[config.mk]
export PLATFORM = sky130hd
export DESIGN_NAME = infix_to_postfix_converter_core
export DESIGN_NICKNAME = d
export VERILOG_FILES = /design/src/itp_pkg.sv /design/src/infix_to_postfix_converter_core.sv /design/src/itp_cell.sv /design/src/itp_stack.sv
export SDC_FILE = /design/constraint.sdc
export NUM_CORES = 1
export LEC_CHECK = 0
export ABC_CLOCK_PERIOD_IN_PS = 7500
export BUFFER_PORTS_ARGS = -buffer_cell sky130_fd_sc_hd__buf_2
export CAP_MARGIN = 30
export CORE_MARGIN = 1
export CORE_UTILIZATION = 25
export CTS_BUF_LIST = sky130_fd_sc_hd__clkbuf_8
export CTS_CLUSTER_DIAMETER = 60
export DETAILED_ROUTE_END_ITERATION = 10
export PLACE_DENSITY = 0.41
export SLEW_MARGIN = 25
export SYNTH_ARGS = -nofsm -noshare
export SYNTH_HDL_FRONTEND = slang
export SYNTH_HIERARCHICAL = 1
export SYNTH_SLANG_ARGS = --single-unit
[constraint.sdc]
create_clock -name clk_i -period 7.5 [get_ports clk_i]
set_input_delay 1.875 -clock clk_i [delete_from_list [all_inputs] [get_ports clk_i]]
set_output_delay 1.875 -clock clk_i [all_outputs]
set_load 0.02 [all_outputs]
[src/itp_pkg.sv]
// shared types, constants and operator decoding for the infix to postfix converter
`timescale 1ns / 1ps
package itp_pkg;

  localparam int unsigned STACK_DEPTH = 16;
  localparam int unsigned CNT_W       = $clog2(STACK_DEPTH + 1);
  localparam int unsigned MASK_W      = 9;

  localparam logic [7:0] CHAR_OPEN  = 8'h28;  // (
  localparam logic [7:0] CHAR_CLOSE = 8'h29;  // )
  localparam logic [7:0] CHAR_LT    = 8'h3c;  // <
  localparam logic [7:0] CHAR_GT    = 8'h3e;  // >
  localparam logic [7:0] CHAR_PLUS  = 8'h2b;  // +
  localparam logic [7:0] CHAR_MINUS = 8'h2d;  // -
  localparam logic [7:0] CHAR_BAR   = 8'h7c;  // |
  localparam logic [7:0] CHAR_STAR  = 8'h2a;  // *
  localparam logic [7:0] CHAR_SLASH = 8'h2f;  // /
  localparam logic [7:0] CHAR_CARET = 8'h5e;  // ^
  localparam logic [7:0] CHAR_AMP   = 8'h26;  // &

  typedef enum logic [1:0] {
    ERR_NONE      = 2'd0,
    ERR_OVERFLOW  = 2'd1,
    ERR_UNMATCHED = 2'd2
  } err_e;

  typedef enum logic [1:0] {
    STK_HOLD,
    STK_PUSH,
    STK_POP
  } stk_cmd_e;

  typedef enum logic [1:0] {
    KIND_OP,
    KIND_OPEN,
    KIND_CLOSE,
    KIND_PLAIN
  } kind_e;

  typedef enum logic [2:0] {
    S_IDLE,
    S_OP,
    S_CLOSE,
    S_FLUSH,
    S_FINISH
  } state_e;

  typedef struct packed {
    logic [7:0] ch;
    logic       has_char;
    err_e       err;
  } res_t;

  // one-hot operator decode, bit order matches the enable mask
  function automatic logic [MASK_W-1:0] op_decode(input logic [7:0] c);
    logic [MASK_W-1:0] hot;
    hot = '0;
    unique case (c)
      CHAR_LT:    hot[0] = 1'b1;
      CHAR_GT:    hot[1] = 1'b1;
      CHAR_PLUS:  hot[2] = 1'b1;
      CHAR_MINUS: hot[3] = 1'b1;
      CHAR_BAR:   hot[4] = 1'b1;
      CHAR_STAR:  hot[5] = 1'b1;
      CHAR_SLASH: hot[6] = 1'b1;
      CHAR_CARET: hot[7] = 1'b1;
      CHAR_AMP:   hot[8] = 1'b1;
      default:    hot = '0;
    endcase
    return hot;
  endfunction

  function automatic logic op_enabled(input logic [7:0] c, input logic [MASK_W-1:0] mask);
    return |(op_decode(c) & mask);
  endfunction

  function automatic logic [1:0] op_prec(input logic [7:0] c);
    logic [MASK_W-1:0] hot;
    logic [1:0]        p;
    hot = op_decode(c);
    if (|hot[8:5]) begin
      p = 2'd3;
    end else if (|hot[4:3]) begin
      p = 2'd2;
    end else if (hot[2]) begin
      p = 2'd1;
    end else begin
      p = 2'd0;
    end
    return p;
  endfunction

  function automatic kind_e classify(input logic [7:0] c, input logic [MASK_W-1:0] mask);
    kind_e k;
    if (op_enabled(c, mask)) begin
      k = KIND_OP;
    end else if (c == CHAR_OPEN) begin
      k = KIND_OPEN;
    end else if (c == CHAR_CLOSE) begin
      k = KIND_CLOSE;
    end else begin
      k = KIND_PLAIN;
    end
    return k;
  endfunction

endpackage

[src/infix_to_postfix_converter_core.sv]
// top level: shunting-yard infix to postfix converter with a cell-row operator stack
`timescale 1ns / 1ps
// usage
//   s_axis carries one infix character per request (tdata), tlast ends the expression
//   m_axis returns postfix symbols; tuser flags a character (bit 0) and an error code
//   (bits 2:1), tlast marks the final result of one input request
//   cfg is a write channel for the 9 bit operator enable mask, always ready; write it
//   only while the block is idle
// timing
//   one request at a time; pops run one a cycle through the cell row while results
//   can move on; a last request then flushes the remaining entries
// reset
//   rst_ni is asynchronous active low; it empties the stack, drops pending results
//   and sets the mask to all operators enabled
// stalls
//   results flow through a hold register and an output register; when m_axis_tready
//   is low and both registers are full the converter stops popping, and s_axis_tready
//   stays low until the request's final result has moved into the output register
module infix_to_postfix_converter_core import itp_pkg::*; (
  input  logic              clk_i,
  input  logic              rst_ni,
  // configuration write
  input  logic              cfg_valid_i,
  output logic              cfg_ready_o,
  input  logic [MASK_W-1:0] cfg_data_i,     // operator_mask
  // input characters
  input  logic              s_axis_tvalid,
  output logic              s_axis_tready,
  input  logic [7:0]        s_axis_tdata,   // [7:0] in_char
  input  logic              s_axis_tlast,   // is_last
  // postfix results
  output logic              m_axis_tvalid,
  input  logic              m_axis_tready,
  output logic [7:0]        m_axis_tdata,   // [7:0] out_char
  output logic [2:0]        m_axis_tuser,   // [0] has_char, [2:1] error_code
  output logic              m_axis_tlast    // last
);

  // config register
  logic [MASK_W-1:0] mask_q;

  // current request
  logic [7:0] char_q;
  logic       last_q;
  kind_e      kind_q;

  state_e state_q, state_d;

  // stack signals
  stk_cmd_e         stk_cmd, stk_cmd_req;
  logic [7:0]       stk_top;
  logic [CNT_W-1:0] stk_count;
  logic             stk_empty, stk_full, can_pop;

  // result path
  logic hold_valid_q, out_valid_q, out_last_q;
  res_t hold_q, out_q, res_new;
  logic out_free, emit_ok, emit_req, emit_fire, step_go, fin, finish_move, finish_done;
  logic out_load, s_accept;

  assign cfg_ready_o = 1'b1;

  always_ff @(posedge clk_i or negedge rst_ni) begin
    if (!rst_ni) begin
      mask_q <= '1;
    end else if (cfg_valid_i && cfg_ready_o) begin
      mask_q <= cfg_data_i;
    end
  end

  assign s_axis_tready = (state_q == S_IDLE);
  assign s_accept      = s_axis_tvalid && s_axis_tready;

  always_ff @(posedge clk_i) begin
    if (s_accept) begin
      char_q <= s_axis_tdata;
      last_q <= s_axis_tlast;
      kind_q <= classify(s_axis_tdata, mask_q);
    end
  end

  assign stk_empty = (stk_count == '0);
  assign stk_full  = (stk_count == CNT_W'(STACK_DEPTH));
  // precedence pop stops at '(' and at operators disabled since they were stacked
  assign can_pop   = !stk_empty && op_enabled(stk_top, mask_q) &&
                     (op_prec(stk_top) >= op_prec(char_q));

  // a new result may be produced when the hold register is empty or can move on
  assign out_free = !out_valid_q || m_axis_tready;
  assign emit_ok  = !hold_valid_q || out_free;

  // per-state actions
  always_comb begin
    stk_cmd_req = STK_HOLD;
    emit_req    = 1'b0;
    res_new     = '{ch: 8'h00, has_char: 1'b0, err: ERR_NONE};
    fin         = 1'b0;
    unique case (state_q)
      S_OP: begin
        if (kind_q == KIND_PLAIN) begin
          emit_req = 1'b1;
          res_new  = '{ch: char_q, has_char: 1'b1, err: ERR_NONE};
          fin      = 1'b1;
        end else if (kind_q == KIND_OP && can_pop) begin
          emit_req    = 1'b1;
          res_new     = '{ch: stk_top, has_char: 1'b1, err: ERR_NONE};
          stk_cmd_req = STK_POP;
        end else if (stk_full) begin
          // push onto a full stack drops the character
          emit_req = 1'b1;
          res_new  = '{ch: 8'h00, has_char: 1'b0, err: ERR_OVERFLOW};
          fin      = 1'b1;
        end else begin
          stk_cmd_req = STK_PUSH;
          fin         = 1'b1;
        end
      end
      S_CLOSE: begin
        if (!stk_empty && stk_top != CHAR_OPEN) begin
          emit_req    = 1'b1;
          res_new     = '{ch: stk_top, has_char: 1'b1, err: ERR_NONE};
          stk_cmd_req = STK_POP;
        end else if (!stk_empty) begin
          // matching opening parenthesis is discarded
          stk_cmd_req = STK_POP;
          fin         = 1'b1;
        end else begin
          emit_req = 1'b1;
          res_new  = '{ch: 8'h00, has_char: 1'b0, err: ERR_UNMATCHED};
          fin      = 1'b1;
        end
      end
      S_FLUSH: begin
        if (!stk_empty) begin
          emit_req    = 1'b1;
          res_new     = '{ch: stk_top, has_char: 1'b1, err: ERR_NONE};
          stk_cmd_req = STK_POP;
        end else begin
          fin = 1'b1;
        end
      end
      default: begin
      end
    endcase
  end

  assign step_go     = !emit_req || emit_ok;
  assign emit_fire   = emit_req && emit_ok;
  assign stk_cmd     = step_go ? stk_cmd_req : STK_HOLD;
  // the held result is the request's final one once the work is done
  assign finish_move = (state_q == S_FINISH) && hold_valid_q && out_free;
  assign finish_done = !hold_valid_q || out_free;

  // next state
  always_comb begin
    state_d = state_q;
    unique case (state_q)
      S_IDLE: begin
        if (s_accept) begin
          state_d = (classify(s_axis_tdata, mask_q) == KIND_CLOSE) ? S_CLOSE : S_OP;
        end
      end
      S_OP, S_CLOSE: begin
        if (step_go && fin) begin
          state_d = last_q ? S_FLUSH : S_FINISH;
        end
      end
      S_FLUSH: begin
        if (fin) begin
          state_d = S_FINISH;
        end
      end
      S_FINISH: begin
        if (finish_done) begin
          state_d = S_IDLE;
        end
      end
      default: state_d = S_IDLE;
    endcase
  end

  always_ff @(posedge clk_i or negedge rst_ni) begin
    if (!rst_ni) begin
      state_q <= S_IDLE;
    end else begin
      state_q <= state_d;
    end
  end

  itp_stack u_stack (
    .clk_i       (clk_i),
    .rst_ni      (rst_ni),
    .cmd_i       (stk_cmd),
    .push_data_i (char_q),
    .top_o       (stk_top),
    .count_o     (stk_count)
  );

  // hold register delays each result until its last flag is known
  assign out_load = (emit_fire && hold_valid_q) || finish_move;

  always_ff @(posedge clk_i or negedge rst_ni) begin
    if (!rst_ni) begin
      hold_valid_q <= 1'b0;
      out_valid_q  <= 1'b0;
    end else begin
      if (emit_fire) begin
        hold_valid_q <= 1'b1;
      end else if (finish_move) begin
        hold_valid_q <= 1'b0;
      end
      if (out_load) begin
        out_valid_q <= 1'b1;
      end else if (m_axis_tready) begin
        out_valid_q <= 1'b0;
      end
    end
  end

  always_ff @(posedge clk_i) begin
    if (emit_fire) begin
      hold_q <= res_new;
    end
    if (out_load) begin
      out_q      <= hold_q;
      out_last_q <= finish_move;
    end
  end

  assign m_axis_tvalid = out_valid_q;
  assign m_axis_tdata  = out_q.ch;
  assign m_axis_tuser  = {out_q.err, out_q.has_char};
  assign m_axis_tlast  = out_last_q;

  // checks
  a_idle_no_hold: assert property (@(posedge clk_i) disable iff (!rst_ni)
    state_q == S_IDLE |-> !hold_valid_q)
    else $error("result held while idle");

  a_count_range: assert property (@(posedge clk_i) disable iff (!rst_ni)
    stk_count <= CNT_W'(STACK_DEPTH))
    else $error("stack count beyond depth");

  a_accept_busy: assert property (@(posedge clk_i) disable iff (!rst_ni)
    s_accept |=> state_q != S_IDLE)
    else $error("request accepted without work");

  a_char_no_err: assert property (@(posedge clk_i) disable iff (!rst_ni)
    m_axis_tvalid && m_axis_tuser[0] |-> m_axis_tuser[2:1] == ERR_NONE)
    else $error("character result carries an error");

endmodule

[src/itp_cell.sv]
// one stack cell: holds an entry and shifts toward or away from the top
`timescale 1ns / 1ps
module itp_cell import itp_pkg::*; (
  input  logic       clk_i,
  input  stk_cmd_e   cmd_i,
  input  logic [7:0] up_i,    // neighbor nearer the top (or new entry)
  input  logic [7:0] down_i,  // neighbor farther from the top
  output logic [7:0] data_o
);

  logic [7:0] data_q, data_d;

  always_comb begin
    unique case (cmd_i)
      STK_PUSH: data_d = up_i;
      STK_POP:  data_d = down_i;
      default:  data_d = data_q;
    endcase
  end

  always_ff @(posedge clk_i) begin
    data_q <= data_d;
  end

  assign data_o = data_q;

endmodule

[src/itp_stack.sv]
// operator stack built as a row of shifting cells with an entry count
`timescale 1ns / 1ps
module itp_stack import itp_pkg::*; (
  input  logic             clk_i,
  input  logic             rst_ni,
  input  stk_cmd_e         cmd_i,
  input  logic [7:0]       push_data_i,
  output logic [7:0]       top_o,
  output logic [CNT_W-1:0] count_o
);

  logic [7:0]       cell_data [STACK_DEPTH];
  logic [CNT_W-1:0] count_q, count_d;

  for (genvar i = 0; i < STACK_DEPTH; i++) begin : g_cell
    logic [7:0] up, down;
    if (i == 0) begin : g_top
      assign up = push_data_i;
    end else begin : g_mid
      assign up = cell_data[i-1];
    end
    if (i == STACK_DEPTH - 1) begin : g_bot
      assign down = cell_data[i];
    end else begin : g_low
      assign down = cell_data[i+1];
    end
    itp_cell u_cell (
      .clk_i  (clk_i),
      .cmd_i  (cmd_i),
      .up_i   (up),
      .down_i (down),
      .data_o (cell_data[i])
    );
  end

  always_comb begin
    unique case (cmd_i)
      STK_PUSH: count_d = count_q + CNT_W'(1);
      STK_POP:  count_d = count_q - CNT_W'(1);
      default:  count_d = count_q;
    endcase
  end

  always_ff @(posedge clk_i or negedge rst_ni) begin
    if (!rst_ni) begin
      count_q <= '0;
    end else begin
      count_q <= count_d;
    end
  end

  assign top_o   = cell_data[0];
  assign count_o = count_q;

endmodule
* Yosys cells after proc, flatten, opt, wreduce, memory -nomap -nowiden
Index checks and enable logic that the tools add are counted.
Word-level totals: register bits 181, input port bits 23, output and inout bits 15, logic and storage cells 217
Cells by class: add/subtract/negate cells 2, magnitude comparators 1, eq/ne operators 41, muxes and demuxes 106, bitwise operators 3, reductions and logical operators 33
Operator list (count):
- 8-bit one-hot mux with 2 select lines | 15
- 8-bit by 6-bit equality test with 1-bit output (second input constant) | 21
- 1-bit 2-to-1 mux | 61
- 8-bit by 7-bit equality test with 1-bit output (second input constant) | 6
- 11-bit 2-to-1 mux | 4
- 11-bit one-hot mux with 3 select lines | 1
- 2-bit 2-to-1 mux | 15
- 9-bit AND | 3
- 9-bit OR reduction | 3
- 3-bit 2-to-1 mux | 5
- 3-bit one-hot mux with 4 select lines | 1
- 1-bit logical AND | 10
- 5-bit one-hot mux with 2 select lines | 1
- 8-bit by 6-bit != test with 1-bit output (second input constant) | 1
- 4-bit OR reduction | 2
- 2-bit equality test (second input constant) | 3
- 3-bit by 2-bit equality test with 1-bit output (second input constant) | 2
- 2-bit != test (second input constant) | 3
- 1-bit one-hot mux with 3 select lines | 2
- 2-bit one-hot mux with 3 select lines | 1
- 2-bit nonzero test | 3
- 2-bit OR reduction | 3
- 5-bit by 1-bit adder with 5-bit output (second input constant) | 1
- 5-bit equality test (second input constant) | 1
- other kinds (12) | 18

* Depth between registers and ports, before layout
depth in word-level cells 16, depth in mapped cells 21, depth with buffers taken out 20

* By module
The synthesis kept the hierarchy.
By module, submodules not included:
- itp_cell | instances 16, cells each 20, area each 391.6 um^2, sequential area each 240.2 um^2
- infix_to_postfix_converter_core | instances 1, cells each 217, area each 2532.4 um^2, sequential area each 1382.6 um^2
- itp_stack | instances 1, cells each 37, area each 365.4 um^2, sequential area each 125.1 um^2

* Worst setup path before layout
No wires, ideal clock.
path kind register to register, start point reg u_stack.g_cell[0].u_cell.data_q[5], end point reg u_stack.count_q[2] (netlist: u_stack/count_o[2]), setup time 129 ps, arrival time 4198 ps, data required time 7371 ps, setup slack 3173 ps, stages on the path, launching flop included 21, path buffers 1, clock period less this slack 4327 ps, cell sequence edfxtp_1 -> and4b_1 -> a31oi_1 -> a211oi_1 -> mux2i_1 -> nand2b_1 -> ha_1 -> nand2b_1 -> a21oi_1 -> nor4_1 -> o31a_1 -> nor2_1 -> nor2_1 -> ha_1 -> buf_4 -> xor2_1 -> ha_1 -> a21oi_1 -> xor2_1 -> nor2_1 -> xor2_1
On the way: word-level cells in the longest chain between the ends 16, elaborated cells on any way between the ends 46, those cells by class 1 x order compare; 12 x eq/ne; 22 x mux; 1 x bitwise; 10 x reduce/logical
RTL lines:
- from (decl) | line itp_cell.sv:11 | logic [7:0] data_q, data_d;
- from (signal assigned) | line itp_cell.sv:22 | data_q <= data_d;
- 8-bit by 6-bit equality test with 1-bit output or 8-bit by 7-bit equality test with 1-bit output (tied branches) | line itp_pkg.sv:58 | unique case (c)
- 1-bit 2-to-1 mux | line itp_pkg.sv:58
- 1-bit 2-to-1 mux or 2-bit OR reduction (tied branches) | line itp_pkg.sv:85, itp_pkg.sv:83
- 2-bit 2-to-1 mux | line itp_pkg.sv:83 | end else if (|hot[4:3]) begin
- 2-bit 2-to-1 mux | line itp_pkg.sv:81 | if (|hot[8:5]) begin
- 2-bit >= comparator | line infix_to_postfix_converter_core.sv:86 | (op_prec(stk_top) >= op_prec(char_q));
- 1-bit logical AND | line infix_to_postfix_converter_core.sv:85 | assign can_pop = !stk_empty && op_enabled(stk_top, mask_q) &&
- 1-bit logical AND | line infix_to_postfix_converter_core.sv:104 | end else if (kind_q == KIND_OP && can_pop) begin
- 1-bit 2-to-1 mux | line infix_to_postfix_converter_core.sv:104
- 1-bit 2-to-1 mux | line infix_to_postfix_converter_core.sv:100 | if (kind_q == KIND_PLAIN) begin
- 1-bit one-hot mux with 3 select lines | line infix_to_postfix_converter_core.sv:98 | unique case (state_q)
- 1-bit zero test | line infix_to_postfix_converter_core.sv:147 | assign step_go = !emit_req || emit_ok;
- 1-bit logical OR | line infix_to_postfix_converter_core.sv:147
- 2-bit 2-to-1 mux (*) | line infix_to_postfix_converter_core.sv:149 | assign stk_cmd = step_go ? stk_cmd_req : STK_HOLD;
- via stk_cmd[1] | line infix_to_postfix_converter_core.sv:50 | stk_cmd_e stk_cmd, stk_cmd_req;
- 2-bit equality test or 2-bit by 1-bit equality test with 1-bit output (tied branches) | line itp_stack.sv:37 | unique case (cmd_i)
- 5-bit one-hot mux with 2 select lines or 2-bit nonzero test (tied branches)
- to (signal assigned) | line itp_stack.sv:48 | count_q <= count_d;
- to (decl) | line itp_stack.sv:13 | logic [CNT_W-1:0] count_q, count_d;
The timed path passes the listed nets; every way through them passes the cells marked *. A chain may end at the register's enable or synchronous reset.

* Worst setup path after layout
Ends and elaborated chain as after synthesis.

==> metrics.csv <==
metric;value;unit
Final nets;652;
synthesized area per cell;16.0;um^2
Fillers;3572;
Worst Hold End;m_axis_tdata[4];
final setup violation count;0;
CTS sink cnt;181;
Multi-input gate area;0.00342;mm^2
starting DRC count in detailed routing;285;
worst hold path stage count;0;
DR vias/cell;4.39;
htree depth;4;
die extent in x;193;um
top-count cell post-synth;edfxtp_1;
Peak VDD IR;0.126;mV
row count;69;
Synth area leaders;edfxtp_1 53%, mux2_4 21%, ha_1 3.0%;
Post-synth ARST share;10.5;%
ANT nets after route;0;
MaxCap Viol Count;0;
Critical R2R Launch;u_stack/g_cell[0].u_cell/data_o[5];
largest family of logic cells by synthesized area;multiplexers;
vias in the first global route;5118;
Bufs on Longest Clock Path;2;
later-pin clock latency in the skew report;470;ps
Fmax;0.217;GHz
pre-CTS setup slack;3050;ps
CTS buffer count;17;
Post-Syn Nets;619;
crit path time final;4620;ps
Slew Viols, Final;0;
run status;finished, violations left;
total grt overflow;0;
Post-Synth Adder-Cell Area;3.11;%
total negative setup slack;0;ps
sequential fraction of the synthesis area;58.4;%
largest net degree at the start of global routing;20;
routability congestion estimate;0.802;
GRT Total Usage;10.7;%
Worst Skew;10.8;ps
post_cts resized;0;
RSZ-0062 raised after global routing;no;
Worst Hold Class;reg -> reg;
First-pass DRT Iterations;7;
Reg2Reg Setup Slack;2880;ps
worst r2r dst;u_stack/count_o[2];
Tcrit/Tclk final;61.6;%
ys flop type;edfxtp_1;
commonest cells in the netlist;162 x edfxtp_1, 128 x mux2_4, 42 x inv_1, 22 x ha_1, 18 x nand2_1;
post-synthesis mux area share;22.9;%
EDFF count, synth;162;
FF/Latch Area;0.00535;mm^2
routed wire length;19.2;mm
initial antenna violation count;0;
first-pass GRT wire length;30.7;mm
die height;193;um
Worst Setup Path Type;reg -> reg;
Synth Area in Simple Gates;5.67;%
Root Buffer;clkbuf_8;
failing checks;DRC;
Yosys cell types;62;
leakage power;3.69;nW
post-CTS setup buffer count;0;
number of I/O port buffers;36;
Synth Area in Compound Gates;5.04;%
Post-Syn Instances;574;
Starting Density;25.6;%
Worst-path clk slew;90;ps
Post-DP HPWL;14.3;mm
layout cell share with drive strength beyond 1;37.2;%
core area;0.0358;mm^2
area leader, netlist;edfxtp_1;
setup ws final;2880;ps
critical path arrival;4960;ps
top cell type's share of synthesized area;53.1;%
residual DRC count;1;
critical path peak fanout;18;
final hold vios;0;
Post-Synth XOR/XNOR Area;0.573;%
Netlist Area Pre-Place;0.00916;mm^2
hold path startpoint;hold_q[7];
WHS;425;ps
antenna cells;0;
worst slew pin tran;738;ps
crit path launch type;register;
Vias;4741;
synthesized flop and latch total;181;
Setup crit start;u_stack/g_cell[0].u_cell/data_o[5];
Pwr Density;368;mW/mm^2
post-detailed-route wirelength per cell;17.8;um
TritonCTS clock tree;done;
cts hold-fix bufs;0;
# IOs;38;
placed cell areas;0.00971;mm^2
DIE AREA;0.0374;mm^2
Layout area overhead;9.75;%
fin area;0.0101;mm^2
Slew HR;50.4;%
crit end category;register;
Worst Path Required;7850;ps
worst reg-to-reg path cell count;20;
Syn. warnings;6;
sequential cells by signal, indices dropped and copies added (netlist names):
signal / cells
char_q: 8
mask_q: 9
state_q: 3
m_axis_tlast: 1
hold_q: 11
kind_q: 2
m_axis_tdata: 8
m_axis_tvalid: 1
last_q: 1
u_stack/count_o: 5
hold_valid_q: 1
u_stack/g_cell.u_cell/data_o: 128
m_axis_tuser: 3
per-layer routing:
metal  part of all wire, %  GRT usage (%)
met1                    48           14.0
met2                    47           17.7
met3                   3.1           2.35
met4                   1.1           2.84
met5                     0              0
cell type report:
| type | count | area share [%] |
|---|---|---|
| sequential | 181 | 53.2 |
| tap | 461 | 5.74 |
| multi-input combinational | 325 | 34.0 |
| clock buffer | 17 | 2.33 |
| inverter | 42 | 1.57 |
| timing repair buffer | 40 | 2.07 |
| clock inverter | 14 | 1.08 |
per-stage QoR:
stage,instances,utilization (%),power (W)
after floorplan,574,-,0.00278
after global placement,1048,27.1,0.00310
after detailed placement,1049,27.1,0.00313
after CTS,1080,28.1,0.00375
after global routing,1080,28.1,0.00391
final,1080,28.1,0.00370
cells in the final DEF, fill, tap and decap left out, types with 4 or more instances in the layout:
cell type	count
edfxtp_1	162
mux2_4	128
inv_1	42
buf_2	37
ha_1	22
nand2_1	18
clkbuf_8	17
nor2_1	12
mux2_2	12
a21oi_1	11
dfrtp_1	10
a31oi_1	9
dfstp_2	9
nand3_1	7
nor2b_1	6
nor3_1	6
nand2b_1	6
o21ai_0	6
o21ai_1	6
clkinv_4	6
a22o_1	5
clkinvlp_4	5
xor2_1	5
nor4_1	4
nor3b_1	4
o31ai_1	4
nand3b_1	4
how the worst max path moves through the flow:
stage	to	slack (ps)	cells after the start
final	u_stack/count_o[2]	2880	20
after global routing	u_stack/count_o[4]	2530	20
after global placement	u_stack/count_o[2]	3270	20
after detailed placement	u_stack/count_o[2]	3050	20
after CTS	u_stack/count_o[4]	2980	19
after floorplan	u_stack/count_o[2]	3170	20
logic make-up (layout without fill, tap and decap cells):
family                   after synthesis  in the layout
XOR/XNOR                               6              6
adder cells (fa/ha/maj)               23             23
AND/OR/NAND/NOR                       89             89
multiplexers                         144            144
AO/OA/AOI/OAI                         62             62
flip-flops                           181            181
other                                  1              1
buffers and inverters                 68            113
critical path, stage by stage, from the launching register on:
cell and delay (ps):
edfxtp_1 520, and4b_1 320, a31oi_1 60, a211oi_1 360
mux2i_1 110, nand2b_1 170, ha_1 280, nand2b_1 90
a21oi_1 80, nor4_1 440, o31a_1 290, nor2_1 60
nor2_1 140, buf_4 280, ha_1 370, xor2_1 130
ha_1 220, a21oi_1 170, xor2_1 200, nor2_1 80
xor2_1 140
power by group:
part	internal (W)	total, W	switching (W)
logic	0.000626	0.00117	0.000541
clock network	0.000229	0.000600	0.000371
registers	0.00163	0.00193	0.000300
total	0.00249	0.00370	0.00121
(Power assumes the default switching activity.)
